===== src/design/npc_pkg.sv =====
// Package for the nearest palette colour block: sizes, item codes and the
// controller state type. No dependencies.
package npc_pkg;

  // Default palette depth and the reach of the 4-bit entry index
  localparam int PaletteSizeDefault = 16;
  localparam int IndexReach         = 16;

  // Field widths
  localparam int ChanW  = 8;
  localparam int IdxW   = 4;
  localparam int CountW = 5;
  localparam int SqW    = 2 * ChanW;
  localparam int DistW  = 18;
  localparam int WordW  = 4 * ChanW;

  // Largest possible distance: three channels of 255 squared
  localparam logic [DistW-1:0] MaxDist = DistW'(3 * 255 * 255);

  // Request codes on the func field
  localparam logic FUNC_WRITE  = 1'b0;
  localparam logic FUNC_LOOKUP = 1'b1;

  // Search controller
  typedef enum logic [1:0] {
    ST_IDLE,
    ST_SEARCH,
    ST_DRAIN
  } npc_state_e;

endpackage


===== src/design/nearest_palette_colour.sv =====
// A write request gives no result. A lookup over
// n entries (n = palette_count clamped to 1..min(PALETTE_SIZE,16)) reads them
// one at a time through the one read port of the palette RAM; no new request is
// taken until its result is loaded into the output register.
// Reset: controller and palette_count (to 1) clear asynchronously; the palette
// RAM is not cleared and must be written before it is searched.
module nearest_palette_colour #(
  parameter int PALETTE_SIZE = npc_pkg::PaletteSizeDefault
) (
  input  logic                          clk_i,
  input  logic                          rst_ni,
  // configuration: palette_count
  input  logic                          cfg_valid_i,
  output logic                          cfg_ready_o,
  input  logic [npc_pkg::CountW-1:0]    cfg_data_i,
  // request channel
  input  logic                          in_valid_i,
  output logic                          in_ready_o,
  input  logic                          func_i,
  input  logic [npc_pkg::IdxW-1:0]      entry_index_i,
  input  logic [npc_pkg::ChanW-1:0]     in_red_i,
  input  logic [npc_pkg::ChanW-1:0]     in_green_i,
  input  logic [npc_pkg::ChanW-1:0]     in_blue_i,
  input  logic [npc_pkg::ChanW-1:0]     in_alpha_i,
  // result channel
  output logic                          out_valid_o,
  input  logic                          out_ready_i,
  output logic [npc_pkg::ChanW-1:0]     out_red_o,
  output logic [npc_pkg::ChanW-1:0]     out_green_o,
  output logic [npc_pkg::ChanW-1:0]     out_blue_o,
  output logic [npc_pkg::ChanW-1:0]     out_alpha_o,
  output logic [npc_pkg::IdxW-1:0]      match_index_o,
  output logic [npc_pkg::DistW-1:0]     match_distance_o
);
  import npc_pkg::*;

  localparam int AddrW     = (PALETTE_SIZE > 1) ? $clog2(PALETTE_SIZE) : 1;
  localparam int MaxSearch = (PALETTE_SIZE < IndexReach) ? PALETTE_SIZE : IndexReach;

  // ------------------------------------------------------------------
  // Declarations
  // ------------------------------------------------------------------
  npc_state_e state_q, state_d;

  logic [CountW-1:0] count_q;
  logic [CountW-1:0] count_clamped;

  logic              in_acc;
  logic              mem_we;
  logic [AddrW-1:0]  wr_addr;
  logic [AddrW-1:0]  rd_addr;
  logic [WordW-1:0]  palette_mem [PALETTE_SIZE];
  logic [WordW-1:0]  rd_data_q;

  logic              rd_issue;
  logic [IdxW-1:0]   rd_idx_q, rd_idx_d;
  logic [IdxW-1:0]   last_q, last_d;
  logic              rd_vld_q;
  logic [IdxW-1:0]   rd_tag_q;

  logic [ChanW-1:0]  pix_r_q, pix_g_q, pix_b_q;

  logic [ChanW-1:0]  dr, dg, db;
  logic              sq_vld_q;
  logic [IdxW-1:0]   sq_tag_q;
  logic [WordW-1:0]  sq_word_q;
  logic [SqW-1:0]    sq_r_q, sq_g_q, sq_b_q;

  logic [DistW-1:0]  sum_dist;
  logic              take;
  logic [IdxW-1:0]   best_idx_q;
  logic [DistW-1:0]  best_dist_q;
  logic [WordW-1:0]  best_word_q;

  logic              pipe_empty;
  logic              out_load;
  logic              out_valid_q;
  logic [WordW-1:0]  out_word_q;
  logic [IdxW-1:0]   out_idx_q;
  logic [DistW-1:0]  out_dist_q;

  // ------------------------------------------------------------------
  // Configuration register
  // ------------------------------------------------------------------
  assign cfg_ready_o = 1'b1;

  always_ff @(posedge clk_i or negedge rst_ni) begin
    if (!rst_ni) begin
      count_q <= CountW'(1);
    end else if (cfg_valid_i) begin
      count_q <= cfg_data_i;
    end
  end

  // Zero searches one entry; large counts saturate at the reachable depth
  always_comb begin
    if (count_q == '0) begin
      count_clamped = CountW'(1);
    end else if (count_q > CountW'(MaxSearch)) begin
      count_clamped = CountW'(MaxSearch);
    end else begin
      count_clamped = count_q;
    end
  end

  // ------------------------------------------------------------------
  // Controller: next state
  // ------------------------------------------------------------------
  assign in_acc     = in_valid_i && in_ready_o;
  assign pipe_empty = !rd_vld_q && !sq_vld_q;

  always_comb begin
    state_d = state_q;
    case (state_q)
      ST_IDLE: begin
        if (in_acc && func_i == FUNC_LOOKUP) begin
          state_d = ST_SEARCH;
        end
      end
      ST_SEARCH: begin
        if (rd_idx_q == last_q) begin
          state_d = ST_DRAIN;
        end
      end
      ST_DRAIN: begin
        if (pipe_empty && (!out_valid_q || out_ready_i)) begin
          state_d = ST_IDLE;
        end
      end
      default: state_d = ST_IDLE;
    endcase
  end

  // Controller: outputs
  always_comb begin
    in_ready_o = 1'b0;
    rd_issue   = 1'b0;
    out_load   = 1'b0;
    case (state_q)
      ST_IDLE:   in_ready_o = 1'b1;
      ST_SEARCH: rd_issue   = 1'b1;
      ST_DRAIN:  out_load   = pipe_empty && (!out_valid_q || out_ready_i);
      default: begin
        in_ready_o = 1'b0;
      end
    endcase
  end

  always_ff @(posedge clk_i or negedge rst_ni) begin
    if (!rst_ni) begin
      state_q <= ST_IDLE;
    end else begin
      state_q <= state_d;
    end
  end

  // Read counter and last entry of this search
  always_comb begin
    rd_idx_d = rd_idx_q;
    last_d   = last_q;
    if (in_acc && func_i == FUNC_LOOKUP) begin
      rd_idx_d = '0;
      last_d   = IdxW'(count_clamped - CountW'(1));
    end else if (rd_issue) begin
      rd_idx_d = rd_idx_q + IdxW'(1);
    end
  end

  always_ff @(posedge clk_i or negedge rst_ni) begin
    if (!rst_ni) begin
      rd_idx_q <= '0;
      last_q   <= '0;
      rd_vld_q <= 1'b0;
      sq_vld_q <= 1'b0;
    end else begin
      rd_idx_q <= rd_idx_d;
      last_q   <= last_d;
      rd_vld_q <= rd_issue;
      sq_vld_q <= rd_vld_q;
    end
  end

  // Pixel capture on lookup
  always_ff @(posedge clk_i) begin
    if (in_acc && func_i == FUNC_LOOKUP) begin
      pix_r_q <= in_red_i;
      pix_g_q <= in_green_i;
      pix_b_q <= in_blue_i;
    end
  end

  // ------------------------------------------------------------------
  // Palette RAM: writes only in idle, reads issued only while searching, so
  // the two never touch the same entry in flight
  // ------------------------------------------------------------------
  assign mem_we  = in_acc && func_i == FUNC_WRITE &&
                   (32'(entry_index_i) < PALETTE_SIZE);
  assign wr_addr = AddrW'(entry_index_i);
  assign rd_addr = AddrW'(rd_idx_q);

  always_ff @(posedge clk_i) begin
    if (mem_we) begin
      palette_mem[wr_addr] <= {in_alpha_i, in_blue_i, in_green_i, in_red_i};
    end
    rd_data_q <= palette_mem[rd_addr];
  end

  // ------------------------------------------------------------------
  // Stage 1: absolute differences and squares
  // ------------------------------------------------------------------
  always_comb begin
    dr = (pix_r_q >= rd_data_q[7:0])   ? pix_r_q - rd_data_q[7:0]   : rd_data_q[7:0] - pix_r_q;
    dg = (pix_g_q >= rd_data_q[15:8])  ? pix_g_q - rd_data_q[15:8]  : rd_data_q[15:8] - pix_g_q;
    db = (pix_b_q >= rd_data_q[23:16]) ? pix_b_q - rd_data_q[23:16] : rd_data_q[23:16] - pix_b_q;
  end

  always_ff @(posedge clk_i) begin
    if (rd_vld_q) begin
      sq_r_q    <= SqW'(dr) * SqW'(dr);
      sq_g_q    <= SqW'(dg) * SqW'(dg);
      sq_b_q    <= SqW'(db) * SqW'(db);
      sq_tag_q  <= rd_tag_q;
      sq_word_q <= rd_data_q;
    end
    rd_tag_q <= rd_idx_q;
  end

  // ------------------------------------------------------------------
  // Stage 2: sum and keep the strictly smaller distance
  // ------------------------------------------------------------------
  assign sum_dist = DistW'(sq_r_q) + DistW'(sq_g_q) + DistW'(sq_b_q);
  assign take     = sq_vld_q && ((sq_tag_q == '0) || (sum_dist < best_dist_q));

  always_ff @(posedge clk_i) begin
    if (take) begin
      best_idx_q  <= sq_tag_q;
      best_dist_q <= sum_dist;
      best_word_q <= sq_word_q;
    end
  end

  // ------------------------------------------------------------------
  // Output register
  // ------------------------------------------------------------------
  always_ff @(posedge clk_i or negedge rst_ni) begin
    if (!rst_ni) begin
      out_valid_q <= 1'b0;
    end else if (out_load) begin
      out_valid_q <= 1'b1;
    end else if (out_ready_i) begin
      out_valid_q <= 1'b0;
    end
  end

  always_ff @(posedge clk_i) begin
    if (out_load) begin
      out_word_q <= best_word_q;
      out_idx_q  <= best_idx_q;
      out_dist_q <= best_dist_q;
    end
  end

  assign out_valid_o      = out_valid_q;
  assign out_red_o        = out_word_q[7:0];
  assign out_green_o      = out_word_q[15:8];
  assign out_blue_o       = out_word_q[23:16];
  assign out_alpha_o      = out_word_q[31:24];
  assign match_index_o    = out_idx_q;
  assign match_distance_o = out_dist_q;

`ifndef SYNTHESIS
  // read data only follows a read issued while searching
  a_read_in_search: assert property (@(posedge clk_i) disable iff (!rst_ni)
    rd_vld_q |-> $past(state_q == ST_SEARCH))
    else $error("palette read outside a search");

  // the read counter never passes the last searched entry
  a_idx_bound: assert property (@(posedge clk_i) disable iff (!rst_ni)
    (state_q == ST_SEARCH) |-> (rd_idx_q <= last_q))
    else $error("read counter past last entry");

  // squared stage carries an entry inside the searched range
  a_tag_bound: assert property (@(posedge clk_i) disable iff (!rst_ni)
    sq_vld_q |-> (sq_tag_q <= last_q))
    else $error("squared stage holds entry beyond search");

  // no request taken while a search is in flight
  a_no_accept_busy: assert property (@(posedge clk_i) disable iff (!rst_ni)
    (rd_vld_q || sq_vld_q) |-> !in_ready_o)
    else $error("request accepted during search");

  // reported distance stays within range
  a_dist_range: assert property (@(posedge clk_i) disable iff (!rst_ni)
    out_valid_o |-> (match_distance_o <= MaxDist))
    else $error("match distance out of range");
`endif

endmodule

===== config.mk =====
export PLATFORM = sky130hd
export DESIGN_NAME = nearest_palette_colour
export DESIGN_NICKNAME = d
export VERILOG_FILES = /design/src/design/npc_pkg.sv /design/src/design/nearest_palette_colour.sv
export SDC_FILE = /design/constraint.sdc
export NUM_CORES = 1
export LEC_CHECK = 0
export ABC_AREA = 1
export BUFFER_PORTS_ARGS = -buffer_cell sky130_fd_sc_hd__buf_2
export CORE_UTILIZATION = 30
export CTS_CLUSTER_DIAMETER = 100
export DETAILED_ROUTE_END_ITERATION = 7
export SYNTH_ARGS = -nofsm -noshare
export SYNTH_HDL_FRONTEND = slang
export SYNTH_SLANG_ARGS = --single-unit

===== constraint.sdc =====
create_clock -name clk_i -period 7.8 [get_ports clk_i]
set_clock_uncertainty 0.1 [all_clocks]
set_input_delay 0 -clock clk_i [delete_from_list [all_inputs] [get_ports clk_i]]
set_output_delay 0 -clock clk_i [all_outputs]
set_load 0.005 [all_outputs]

-- Yosys cells after proc, flatten, opt, wreduce, memory -nomap -nowiden
Memory sizes are Yosys's and may differ from the RTL's. A register that Yosys moved wholly into a read port is not among the register bits.
Cells that the tools add are included.
- bits in registers: 238
- RAM bits: 512
- input port bits: 47
- output and inout port bits: 57
- word-level logic and storage cells: 83
- memories: 1
- add/subtract/negate cells: 10
- $mul: 3
- magnitude comparators: 5
- equality and inequality tests: 6
- multiplexer cells: 18
- bitwise operators: 1
- reduce and logical (&&, ||, !) cells: 17
- memory list (name ; depth ; bits a word ; rd ports ; clocked after memory_dff ; write ports ; RTL line ; text):
    palette_mem ; 16 ; 32 ; 1 ; 1 ; 1 ; nearest_palette_colour.sv:52 ; logic [WordW-1:0] palette_mem [PALETTE_SIZE];
- operator list (cell ; number):
    8-bit by 8-bit multiplier with 16-bit output ; 3
    8-bit subtractor ; 6
    8-bit greater-or-equal comparator ; 3
    8-bit 2-to-1 mux ; 3
    17-bit by 16-bit adder with 18-bit output ; 1
    18-bit less-than comparator ; 1
    16-bit by 16-bit adder with 17-bit output ; 1
    4-bit 2-to-1 mux ; 4
    1-bit 2-to-1 mux ; 7
    1-bit logical AND ; 6
    2-bit 2-to-1 mux ; 3
    2-bit inequality test, second input constant ; 3
    2-bit one-hot mux with 3 select lines ; 1
    5-bit > comparator, second input constant ; 1
    5-bit zero test ; 1
    4-bit by 1-bit adder with 4-bit output, second input constant ; 1
    4-bit equality test ; 1
    4-bit zero test ; 1
    2-bit nonzero test ; 2
    4-bit by 1-bit subtractor with 4-bit output, second input constant ; 1
    1-bit zero test ; 3
    3-bit AND reduction ; 1
    2-bit by 1-bit equality test with 1-bit output, second input constant ; 1
    2-bit equality test, second input constant ; 1
    other kinds (3) ; 4

-- Logic depth before layout (Yosys ltp)
Gate-level depths: netlist of the first run.
- word-level depth: 6
- depth in mapped cells: 31
- mapped depth without buffers: 31

-- Worst setup path after synthesis of the first run
OpenSTA, ideal clock, no wires.
- path kind: flip-flop to flip-flop
- start point: register sq_r_q[4]
- end point: register best_dist_q[0], enable pin
- library setup time: 0.548 ns
- arrival: 6.628 ns
- data required time: 7.152 ns
- slack: 0.524 ns
- stages on the path, launching flop included: 18
- path buffers: 0
- clock period less this slack: 7.276 ns
- path through: edfxtp_1 -> fa_1 -> ha_1 -> a21oi_1 -> nand2_1 -> nand2_1 -> a21oi_1 -> inv_1 -> o21bai_1 -> xor2_1 -> ha_1 -> nand2_1 -> inv_1 -> o21ai_0 -> a21oi_1 -> nor2_1 -> nand3_1 -> a21boi_0
- word-level cells in the longest chain between the ends: 5
- RTL lines (what ; RTL line ; text):
    start, declared ; nearest_palette_colour.sv:67 ; logic [SqW-1:0] sq_r_q, sq_g_q, sq_b_q;
    start signal, assigned ; nearest_palette_colour.sv:219 ; sq_r_q <= SqW'(dr) * SqW'(dr);
    16-bit by 16-bit adder with 17-bit output ; nearest_palette_colour.sv:231 ; assign sum_dist = DistW'(sq_r_q) + DistW'(sq_g_q) + DistW'(sq_b_q);
    17-bit by 16-bit adder with 18-bit output ; nearest_palette_colour.sv:231 ;
    net sum_dist[11] ; nearest_palette_colour.sv:69 ; logic [DistW-1:0] sum_dist;
    18-bit less-than comparator ; nearest_palette_colour.sv:232 ; assign take = sq_vld_q && ((sq_tag_q == '0) || (sum_dist < best_dist_q));
    1-bit logical OR ; nearest_palette_colour.sv:232 ;
    1-bit logical AND ; nearest_palette_colour.sv:232 ;
    net take ; nearest_palette_colour.sv:70 ; logic take;
    end signal, assigned ; nearest_palette_colour.sv:237 ; best_dist_q <= sum_dist;
    end, declared ; nearest_palette_colour.sv:72 ; logic [DistW-1:0] best_dist_q;
The timed path passes the listed nets, and every way through them passes these cells.
A chain may end at the register's enable or synchronous reset.

-- Worst setup path after layout of the first run
- start point: register pix_g_q[0]
- end point: register sq_g_q[12], data pin
- word-level cells in the longest chain between the ends: 3
- elaborated cells between the ends (all ways): 5
- those cells by class: add/sub: 2; mul: 1; order compare: 1; mux: 1
- RTL lines (what ; RTL line ; text):
    start, declared ; nearest_palette_colour.sv:61 ; logic [ChanW-1:0] pix_r_q, pix_g_q, pix_b_q;
    start signal, assigned ; nearest_palette_colour.sv:187 ; pix_g_q <= in_green_i;
    8-bit subtractor or 8-bit greater-or-equal comparator (tied branches) ; nearest_palette_colour.sv:213 ; dg = (pix_g_q >= rd_data_q[15:8]) ? pix_g_q - rd_data_q[15:8] : rd_data_q[15:8] - pix_g_q;
    8-bit 2-to-1 mux (*) ; nearest_palette_colour.sv:213 ;
    8-bit by 8-bit multiplier with 16-bit output (*) ; nearest_palette_colour.sv:220 ; sq_g_q <= SqW'(dg) * SqW'(dg);
    end signal, assigned ; nearest_palette_colour.sv:220 ;
    end, declared ; nearest_palette_colour.sv:67 ;
Mark *: on every way between the ends. The rest lies on a longest branch, timed or not.

==> results of run 1 <==
## cell usage after synthesis, drive strengths merged
cell type / instances / area (sq um)
a21boi: 5 / 37.5
edfxtp: 725 / 21800
o221ai: 98 / 858
conb: 2 / 7.51
o2111ai: 2 / 17.5
o2bb2ai: 1 / 8.76
o22ai: 30 / 188
a21oi: 75 / 394
buf: 38 / 220
and3: 2 / 12.5
o31ai: 1 / 7.51
nand3b: 4 / 55.1
fa: 97 / 1940
nand4: 16 / 100
and2: 1 / 8.76
nor3: 4 / 20.0
nor2: 413 / 1620
dfrtp: 17 / 425
nand2: 389 / 1550
dfstp: 1 / 26.3
ha: 168 / 2100
xor2: 38 / 333
or2: 5 / 33.8
nor4: 1 / 6.26
o211ai: 31 / 233
a21o: 5 / 37.5
nand3: 103 / 538
xnor2: 34 / 298
dfxtp: 36 / 721
o21ai: 303 / 1530
clkinv: 1 / 3.75
inv: 347 / 1310
o21a: 1 / 7.51
clkbuf: 83 / 312
o21bai: 11 / 82.6
or4: 1 / 7.51
## stage by stage
step | area [sq um] | utilization, %
finish | 42700 | 35.1
global route | 42700 | 35.1
CTS | 42700 | 35.1
detailed placement | 39300 | 32.3
global placement | 39300 | 32.3
floorplan | 36800 | -
## metal layers
metal	vias up	global-route usage [%]
li1	11100	-
met1	11200	18.0
met2	568	23.3
met3	138	2.47
met4	14	3.70
met5	-	0
## area by class of cell
cell class / count / share of cell area [%]
multi-input cells: 1845 / 28.5
clock inverters: 38 / 1.12
well taps: 1625 / 4.76
clock buffers: 117 / 5.57
diodes: 3 / 0.0176
inverters: 348 / 3.08
flip-flops and latches: 779 / 53.8
repair buffers: 191 / 3.13
## flip-flops by register name, summed over array words and instances, names as in the netlist, 2 cells and up
| register | count |
|---|---|
| sq_word_q | 32 |
| count_q | 5 |
| sq_tag_q | 4 |
| sq_r_q | 15 |
| state_q | 2 |
| pix_b_q | 8 |
| out_word_q | 32 |
| palette_mem | 512 |
| best_idx_q | 4 |
| rd_tag_q | 4 |
| pix_g_q | 8 |
| sq_b_q | 15 |
| match_distance_o | 18 |
| match_index_o | 4 |
| rd_data_q | 32 |
| pix_r_q | 8 |
| best_dist_q | 18 |
| sq_g_q | 15 |
| rd_addr | 4 |
| last_q | 4 |
| best_word_q | 32 |
## how the worst max path moves through the flow
stage,startpoint,to,slack [ns],depth (start not counted)
6_report,pix_g_q[0],sq_g_q[12],1.95,25
5_1_grt,pix_g_q[0],sq_g_q[12],1.50,25
2_1_floorplan,sq_r_q[4],best_dist_q[0],0.52,17
3_3_place_gp,pix_g_q[0],sq_g_q[13],2.05,27
4_1_cts,pix_g_q[0],sq_g_q[12],1.97,25
3_5_place_dp,pix_b_q[0],sq_b_q[13],1.99,27
## cells in the final DEF (no fill, tap or decap), types with 24 or more instances in the layout
cell type	synthesis	final
sky130_fd_sc_hd__xnor2_1	34	34
sky130_fd_sc_hd__dfxtp_1	36	36
sky130_fd_sc_hd__xor2_1	38	38
sky130_fd_sc_hd__o21ai_0	296	296
sky130_fd_sc_hd__buf_4	6	30
sky130_fd_sc_hd__edfxtp_1	725	725
sky130_fd_sc_hd__a21oi_1	72	72
sky130_fd_sc_hd__o211ai_1	31	31
sky130_fd_sc_hd__ha_1	168	168
sky130_fd_sc_hd__nand3_1	100	100
sky130_fd_sc_hd__buf_2	26	102
sky130_fd_sc_hd__nor2_4	8	24
sky130_fd_sc_hd__inv_1	333	332
sky130_fd_sc_hd__clkbuf_16	0	87
sky130_fd_sc_hd__o22ai_1	30	30
sky130_fd_sc_hd__dlygate4sd3_1	0	58
sky130_fd_sc_hd__o221ai_1	98	98
sky130_fd_sc_hd__fa_1	97	97
sky130_fd_sc_hd__nor2_1	400	384
sky130_fd_sc_hd__nand2_1	362	362
## worst max-delay path, delay by kind of cell, from the launching register on
kind,cells,cell delay [ns]
AOI/OAI and AO/OA,5,1.11
xor gates and xnor gates,1,0.24
DFF,1,0.39
buffers and inverters,3,0.28
and+or+nand+nor,10,1.16
adders and majority gates,6,2.31
## cell families after synthesis
family,Yosys count,synth area share [%]
compound gates,563,9.23
xor+xnor,72,1.71
fa+ha+maj,265,11.0
buf+inv,469,5.00
flops,779,62.3
other cells,2,0.0204
simple gates,939,10.7
==> results by group, run 1 <==
Timing
  – Final Setup Violations: 0
  – Final worst path period need: 5.85 ns
  – Transition time of the tightest slew-check pin: 1.00 ns
  – Crit share post-route: 75.0%
  – Total count of max-transition violations in the final report: 0
  – Worst hold-check slack: 0.0317 ns
  – Setup TNS: 0 ns
  – Relative slew slack: 33.1%
  – Worst path setup slack after routing: 1.95 ns
  – RSZ-0062 raised after global routing: no
  – Final Hold Fails: 0
  – Maximum operating frequency: 0.171 GHz

GRT
  – Gr ovfl total: 0
  – Vias in the first global route: 22700
  – Wire length of the first global-routing pass: 133000 um
  – Largest net degree at the start of global routing: 156
  – GR Util All Layers: 13.8%
  – Antenna violations before repair: 11

Setup path
  – Peak fanout along the critical path: 9
  – Worst endpoint data arrival time: 6.12 ns
  – Crit path top cell by count: sky130_fd_sc_hd__nand2_1
  – Required time worst endpoint: 8.07 ns
  – Worst Setup Path Type: reg2reg
  – Setup slack, reg-to-reg: 1.95 ns
  – FF-to-FF path depth: 25
  – Reg2Reg Launch Point: pix_g_q[0]
  – Kind of end point of the critical path: register
  – Crit Reg-Reg Endpoint: sq_g_q[12]
  – Crit start category: register
  – Critical Path Max Stage Delay: 0.51 ns
  – Slowest cell on crit path: sky130_fd_sc_hd__fa_1

Final layout
  – Share of layout cells above drive strength 1: 10.8%
  – Fill cell total of the finished layout: 11900
  – Number of standard cells in the layout, taps in and fillers out: 4946
  – Area of all sequential standard cells: 23000 sq um
  – Syn-to-layout area delta: 16.0%
  – Area of combinational cells with multiple inputs: 12200 sq um
  – Number of nets in the final layout: 3561

Routing
  – Highest signal layer in the routed design: met5
  – Detail-routed net length per standard cell: 17.5 um
  – Length of routed met3 wiring: 4890 um
  – Total wire length after detailed routing: 86500 um
  – WL met2: 41600 um
  – Number of routed nets with antenna violations: 0
  – Final routed DRC violation total: 0
  – Average vias per placed instance: 4.65
  – Routed met1 length: 38000 um
  – Vias: 23000
  – Number of DRC markers after the initial detailed-route iteration: 1673
  – Number of iterations in the first detailed-routing pass: 5

Hold path
  – Destination of the worst hold path: palette_mem[13][3]
  – Cells on Worst Hold Path: 3
  – Type of the worst min-delay path: in2reg
  – Worst hold start: entry_index_i[2]

Floorplanning
  – Initial core utilization: 30.3%
  – Width of the die: 352 um
  – Die area: 124000 sq um
  – Std cell rows: 128
  – DIE HEIGHT: 352 um
  – Area of the core region: 122000 sq um
  – Top-level I/O count: 104

Placement
  – HPWL Detailed: 52100 um
  – Placement-stage worst setup slack: 1.99 ns
  – Number of placed instances with taps included: 4730
  – IO Port Bufs: 102
  – Weighted congestion reported at the end of routability-driven placement: 0.849

CTS
  – Hold buffer count at cts: 58
  – Buffer depth of the longest clock path: 3
  – Worst-skew pair later-pin latency: 0.64 ns
  – CTS tree: yes
  – Cts bufs inserted: 84
  – Number of buffers inserted by post-CTS setup repair: 0
  – Cell at the root of the clock tree: sky130_fd_sc_hd__clkbuf_16
  – CTS H-tree depth: 3
  – TritonCTS sink count: 779
  – # resized after CTS: 0
  – Clock-pin slew of the registers on the worst-case setup and hold paths: 0.07 ns

Yosys
  – Combined area of all synthesized cells: 36800 sq um
  – Average instance area after synthesis: 11.9 sq um
  – Unique cell type count in the Yosys netlist: 53
  – Share of the yosys chip area belonging to registers: 62.3%
  – Gate count of the mapped netlist: 3089
  – Total of flip-flops plus latches after synthesis: 779
  – Number of warning messages in the yosys log: 0

Flow run
  – Maxcap violations: 0

Run status
  – Result of the run: complete, no violations
Power of run 1 is left out: the tool's default activity adds up to more than one toggle a clock period on the data nets, which glitch-free logic cannot reach.
==> run 2: changes to the inputs <==
==> constraint.sdc (replaced) <==
create_clock -name clk_i -period 5.4 [get_ports clk_i]
set_clock_uncertainty 0.1 [all_clocks]
set_input_delay 0 -clock clk_i [delete_from_list [all_inputs] [get_ports clk_i]]
set_output_delay 0 -clock clk_i [all_outputs]
set_load 0.005 [all_outputs]
==> results by group, run 2 (same netlist as run 1, synthesis figures left out) <==
Run status
  – Result of the run: complete, no violations (unchanged)

Routing
  – Detail-routed net length per standard cell: 17.4 um (was 17.5 um)
  – Number of routed nets with antenna violations: 0 (unchanged)
  – Final routed DRC violation total: 0 (unchanged)
  – Average vias per placed instance: 4.66 (was 4.65)
  – Number of DRC markers after the initial detailed-route iteration: 1679 (was 1673)
  – Total wire length after detailed routing: 88500 um (was 86500 um)
  – Number of iterations in the first detailed-routing pass: 5 (unchanged)
  – Vias: 23700 (was 23000)

Placement
  – Weighted congestion reported at the end of routability-driven placement: 0.826 (was 0.849)
  – HPWL Detailed: 54700 um (was 52100 um)
  – IO Port Bufs: 102 (unchanged)
  – Area after detailed placement: 40200 sq um (was 39300 sq um)

Timing
  – Final Hold Fails: 0 (unchanged)
  – Worst hold-check slack: 0.0669 ns (was 0.0317 ns)
  – RSZ-0062 raised after global routing: yes (was no)
  – Relative slew slack: 30.9% (was 33.1%)
  – Transition time of the tightest slew-check pin: 1.03 ns (was 1.00 ns)
  – Final Setup Violations: 0 (unchanged)
  – Crit share post-route: 98.8% (was 75.0%)
  – Total count of max-transition violations in the final report: 0 (unchanged)
  – Maximum operating frequency: 0.187 GHz (was 0.171 GHz)
  – Final worst path period need: 5.34 ns (was 5.85 ns)

Setup path
  – Worst Setup Path Type: reg2reg (unchanged)
  – Buffering stage count on the worst path with inverters included: 6 (was 3)
  – Critical Path Max Stage Delay: 0.54 ns (was 0.51 ns)
  – Largest delay share family, worst path: adder cells (unchanged)
  – Required time worst endpoint: 5.71 ns (was 8.07 ns)
  – Peak fanout along the critical path: 8 (was 9)
  – Slowest cell on crit path: sky130_fd_sc_hd__fa_1 (unchanged)
  – Worst endpoint data arrival time: 5.65 ns (was 6.12 ns)
  – Crit start category: register (unchanged)
  – Setup slack, reg-to-reg: 0.06 ns (was 1.95 ns)
  – Kind of end point of the critical path: register (unchanged)

Final layout
  – Largest register FFs: 512 (unchanged)
  – Share of layout cells above drive strength 1: 17.8% (was 10.8%)
  – Leading cell type in the layout, fill and taps excluded: sky130_fd_sc_hd__edfxtp_1 (unchanged)
  – Final cell area excluding filler cells: 44400 sq um (was 42700 sq um)
  – Number of nets in the final layout: 3703 (was 3561)
  – Top library cells by usage in the layout, fill and taps aside: 725 x sky130_fd_sc_hd__edfxtp_1, 368 x sky130_fd_sc_hd__nor2_1, 334 x sky130_fd_sc_hd__nand2_1, 318 x sky130_fd_sc_hd__inv_1, 283 x sky130_fd_sc_hd__o21ai_0 (was 725 x sky130_fd_sc_hd__edfxtp_1, 384 x sky130_fd_sc_hd__nor2_1, 362 x sky130_fd_sc_hd__nand2_1, 332 x sky130_fd_sc_hd__inv_1, 296 x sky130_fd_sc_hd__o21ai_0)
  – Syn-to-layout area delta: 20.5% (was 16.0%)
  – Top reg by flops: palette_mem (unchanged)

Floorplanning
  – Area of the core region: 122000 sq um (unchanged)
  – Std cell rows: 128 (unchanged)
  – Die area: 124000 sq um (unchanged)
  – Width of the die: 352 um (unchanged)
  – Top-level I/O count: 104 (unchanged)
  – Initial core utilization: 30.3% (unchanged)
  – DIE HEIGHT: 352 um (unchanged)

Hold path
  – Type of the worst min-delay path: in2reg (unchanged)

CTS
  – Cell at the root of the clock tree: sky130_fd_sc_hd__clkbuf_16 (unchanged)
  – Worst-skew pair later-pin latency: 0.67 ns (was 0.64 ns)
  – TritonCTS sink count: 779 (unchanged)
  – CTS H-tree depth: 3 (unchanged)
  – CTS tree: yes (unchanged)
  – Buffer depth of the longest clock path: 3 (unchanged)
  – Clock-pin slew of the registers on the worst-case setup and hold paths: 0.06 ns (was 0.07 ns)
  – Cts bufs inserted: 84 (unchanged)

GRT
  – Largest net degree at the start of global routing: 96 (was 156)
  – Wire length of the first global-routing pass: 136000 um (was 133000 um)
  – GR Util All Layers: 14.0% (was 13.8%)
  – Gr ovfl total: 0 (unchanged)
  – Vias in the first global route: 23400 (was 22700)
  – Antenna violations before repair: 14 (was 11)

Flow run
  – Maxcap violations: 0 (unchanged)
## run 2: cell types whose count changed in the layout (fill, tap and decap cells not counted), sizes merged
cell	before	now
bufinv	7	5
diode	3	6
buf	133	274
inv	353	351
clkinvlp	4	1
clkbuf	117	122
nand3	103	104
clkinv	22	26
## run 2: path summary, 6_finish.rpt
path / startpoint / end / depth (start not counted)
min: entry_index_i[2] / palette_mem[7][0] / 3
min in group asynchronous: rst_ni / count_q[0] / 3
max in group asynchronous: rst_ni / rd_addr[0] / 4
max: pix_b_q[0] / sq_b_q[15] / 27
min reg2reg: rd_data_q[25] / sq_word_q[25] / 0
max reg2reg: pix_b_q[0] / sq_b_q[15] / 27
## run 2: cell type report
| class | instances | area [sq um] |
|---|---|---|
| flip-flops and latches | 779 | 23000 |
| well taps | 1625 | 2030 |
| clock buffers | 122 | 2380 |
| clock inverters | 35 | 439 |
| diodes | 6 | 15.0 |
| fillers | 11800 | 77300 |
| inverters | 348 | 1320 |
| multi-input cells | 1846 | 12800 |
| repair buffers | 332 | 2410 |
## run 2: metal layers
metal | wire, um | track usage, %
met1 | 39600 | 18.3
met2 | 42600 | 23.7
met3 | 4390 | 2.45
met4 | 1820 | 3.96
met5 | 90 | 0
## run 2: worst register-to-register path, delay by kind of cell, from the launching register on
family | cells | cell delay, ns
adders and majority gates | 7 | 2.84
and+or+nand+nor | 11 | 1.14
DFF | 1 | 0.39
AOI/OAI and AO/OA | 3 | 0.33
buffers and inverters | 6 | 0.29
## run 2: repair_timing
action,CTS,global route
resized for setup,18,156
pin swaps,1,59
buffers inserted,0,15
endpoints found under the setup margin,17,25
hold buffers,58,0
gates cloned,0,1
hold endpoints to repair,576,0
## run 2: through the flow
step                std cells  TNS (ns)  utilization, %  worst slack [ns]
floorplan                3093         0               -            0.0106
global placement         4856    -0.302            33.0            -0.117
detailed placement       4856     -1.09            33.0            -0.156
CTS                      5071   -0.0305            35.9           -0.0305
global route             5091     -1.74            36.5            -0.176
finish                   5093         0            36.5            0.0645
Power of run 2 is left out for the same reason.
==> run 3: changes to the inputs <==
--- a/config.mk
+++ b/config.mk
@@ -8,6 +8,7 @@
 export ABC_AREA = 1
 export BUFFER_PORTS_ARGS = -buffer_cell sky130_fd_sc_hd__buf_2
 export CORE_UTILIZATION = 30
+export CTS_BUF_LIST = sky130_fd_sc_hd__clkbuf_4 sky130_fd_sc_hd__clkbuf_8 sky130_fd_sc_hd__clkbuf_16
 export CTS_CLUSTER_DIAMETER = 100
 export DETAILED_ROUTE_END_ITERATION = 7
 export SYNTH_ARGS = -nofsm -noshare
==> results by group, run 3 (same netlist as run 1, synthesis figures left out) <==
Placement
  – Area after detailed placement: 40200 sq um (unchanged)
  – HPWL Detailed: 54700 um (unchanged)
  – Weighted congestion reported at the end of routability-driven placement: 0.826 (unchanged)
  – IO Port Bufs: 102 (unchanged)

Setup path
  – Kind of end point of the critical path: register (unchanged)
  – Peak fanout along the critical path: 8 (unchanged)
  – Reg2Reg Launch Point: pix_b_q[0] (unchanged)
  – Start point of the critical path: pix_b_q[0] (unchanged)
  – Largest delay share family, worst path: adder cells (unchanged)
  – Worst endpoint data arrival time: 5.65 ns (about the same)
  – Critical Path Max Stage Delay: 0.54 ns (about the same)
  – Slowest cell on crit path: sky130_fd_sc_hd__fa_1 (unchanged)
  – Required time worst endpoint: 5.71 ns (about the same)
  – Worst Setup Path Type: reg2reg (unchanged)
  – Path length in cells of the critical path: 27 (unchanged)
  – Buffering stage count on the worst path with inverters included: 6 (unchanged)
  – Crit start category: register (unchanged)
  – FF-to-FF path depth: 27 (unchanged)

Routing
  – Detail-routed net length per standard cell: 17.4 um (about the same)
  – Number of DRC markers after the initial detailed-route iteration: 1742 (was 1679)
  – Vias: 23700 (about the same)
  – Number of iterations in the first detailed-routing pass: 5 (unchanged)
  – Final routed DRC violation total: 0 (unchanged)
  – Average vias per placed instance: 4.66 (about the same)
  – Total wire length after detailed routing: 88600 um (was 88500 um)
  – Number of routed nets with antenna violations: 0 (unchanged)

Floorplanning
  – Width of the die: 352 um (unchanged)
  – Initial core utilization: 30.3% (unchanged)
  – Top-level I/O count: 104 (unchanged)
  – Area of the core region: 122000 sq um (unchanged)
  – DIE HEIGHT: 352 um (unchanged)
  – Std cell rows: 128 (unchanged)
  – Die area: 124000 sq um (unchanged)

Final layout
  – Share of layout cells above drive strength 1: 18.5% (was 17.8%)
  – Post-route core utilization: 36.5% (about the same)
  – Largest register FFs: 512 (unchanged)
  – Leading cell type in the layout, fill and taps excluded: sky130_fd_sc_hd__edfxtp_1 (unchanged)
  – Final cell area excluding filler cells: 44500 sq um (was 44400 sq um)
  – Top library cells by usage in the layout, fill and taps aside: 725 x sky130_fd_sc_hd__edfxtp_1, 368 x sky130_fd_sc_hd__nor2_1, 334 x sky130_fd_sc_hd__nand2_1, 318 x sky130_fd_sc_hd__inv_1, 283 x sky130_fd_sc_hd__o21ai_0 (unchanged)
  – Top reg by flops: palette_mem (unchanged)
  – Syn-to-layout area delta: 20.8% (was 20.5%)
  – Number of nets in the final layout: 3703 (unchanged)

Hold path
  – Type of the worst min-delay path: in2reg (unchanged)
  – Cells on Worst Hold Path: 3 (unchanged)
  – Worst hold start: entry_index_i[2] (unchanged)

Timing
  – Transition time of the tightest slew-check pin: 1.05 ns (was 1.03 ns)
  – RSZ-0062 raised after global routing: yes (unchanged)
  – Final Hold Fails: 0 (unchanged)
  – Maximum operating frequency: 0.187 GHz (about the same)
  – Final worst path period need: 5.34 ns (about the same)
  – Crit share post-route: 98.9% (was 98.8%)
  – Final Setup Violations: 0 (unchanged)
  – Relative slew slack: 30.1% (was 30.9%)
  – Setup TNS: 0 ns (unchanged)
  – Total count of max-transition violations in the final report: 0 (unchanged)

CTS
  – CTS H-tree depth: 3 (unchanged)
  – TritonCTS sink count: 779 (unchanged)
  – Buffer depth of the longest clock path: 3 (unchanged)
  – Worst-skew pair later-pin latency: 0.67 ns (about the same)
  – Clock-pin slew of the registers on the worst-case setup and hold paths: 0.06 ns (about the same)
  – Cell at the root of the clock tree: sky130_fd_sc_hd__clkbuf_16 (unchanged)
  – CTS tree: yes (unchanged)
  – Cts bufs inserted: 84 (unchanged)

GRT
  – Largest net degree at the start of global routing: 96 (unchanged)
  – Vias in the first global route: 23400 (about the same)
  – Gr ovfl total: 0 (unchanged)
  – Wire length of the first global-routing pass: 136000 um (about the same)
  – Antenna violations before repair: 15 (was 14)
  – GR Util All Layers: 14.0% (about the same)

Flow run
  – Maxcap violations: 0 (unchanged)

Run status
  – Result of the run: complete, no violations (unchanged)
## run 3: what timing repair did
item | CTS | global route
endpoints found under the hold margin | 576 | 0
gates resized for setup | 18 | 156
gates cloned | 0 | 1
endpoints found under the setup margin | 17 | 25
pin swaps | 1 | 59
hold buffers | 58 | 0
setup buffers | 0 | 15
## run 3: routing by layer
layer	GRT usage [%]	wire length (um)
met1	18.4	39600
met2	23.7	42600
met3	2.38	4430
met4	3.96	1810
met5	0	90
## run 3: path summary, 6_finish.rpt
kind | to | slack [ns]
min in group asynchronous | count_q[0] | 0.28
max | sq_b_q[15] | 0.06
min reg2reg | sq_word_q[25] | 0.30
min | palette_mem[7][0] | 0.07
max reg2reg | sq_b_q[15] | 0.06
max in group asynchronous | rd_addr[0] | 3.63
## run 3: area by class of cell
class                           instances  area [sq um]
Inverter                              348          1320
Clock buffer                          122          2480
Timing Repair Buffer                  332          2410
Multi-Input combinational cell       1846         12800
Sequential cell                       779         23000
Antenna cell                            5          12.5
Tap cell                             1625          2030
Fill cell                           11800         77200
Clock inverter                         35           439
## run 3: worst min-delay path: cells and delay by family
family / cells / cell delay, ns
buf+inv: 1 / 0.11
simple gates: 2 / 0.50
## run 3: per-stage QoR
stage / setup slack, ns / hold slack, ns / cells
final: 0.0615 / 0.0678 / 5092
after global routing: -0.176 / 0.0651 / 5091
after detailed placement: -0.156 / -0.143 / 4856
after floorplan: 0.0106 / -0.396 / 3093
after CTS: -0.0304 / 0.0249 / 5071
after global placement: -0.117 / -0.146 / 4856
Power of run 3 is left out for the same reason.
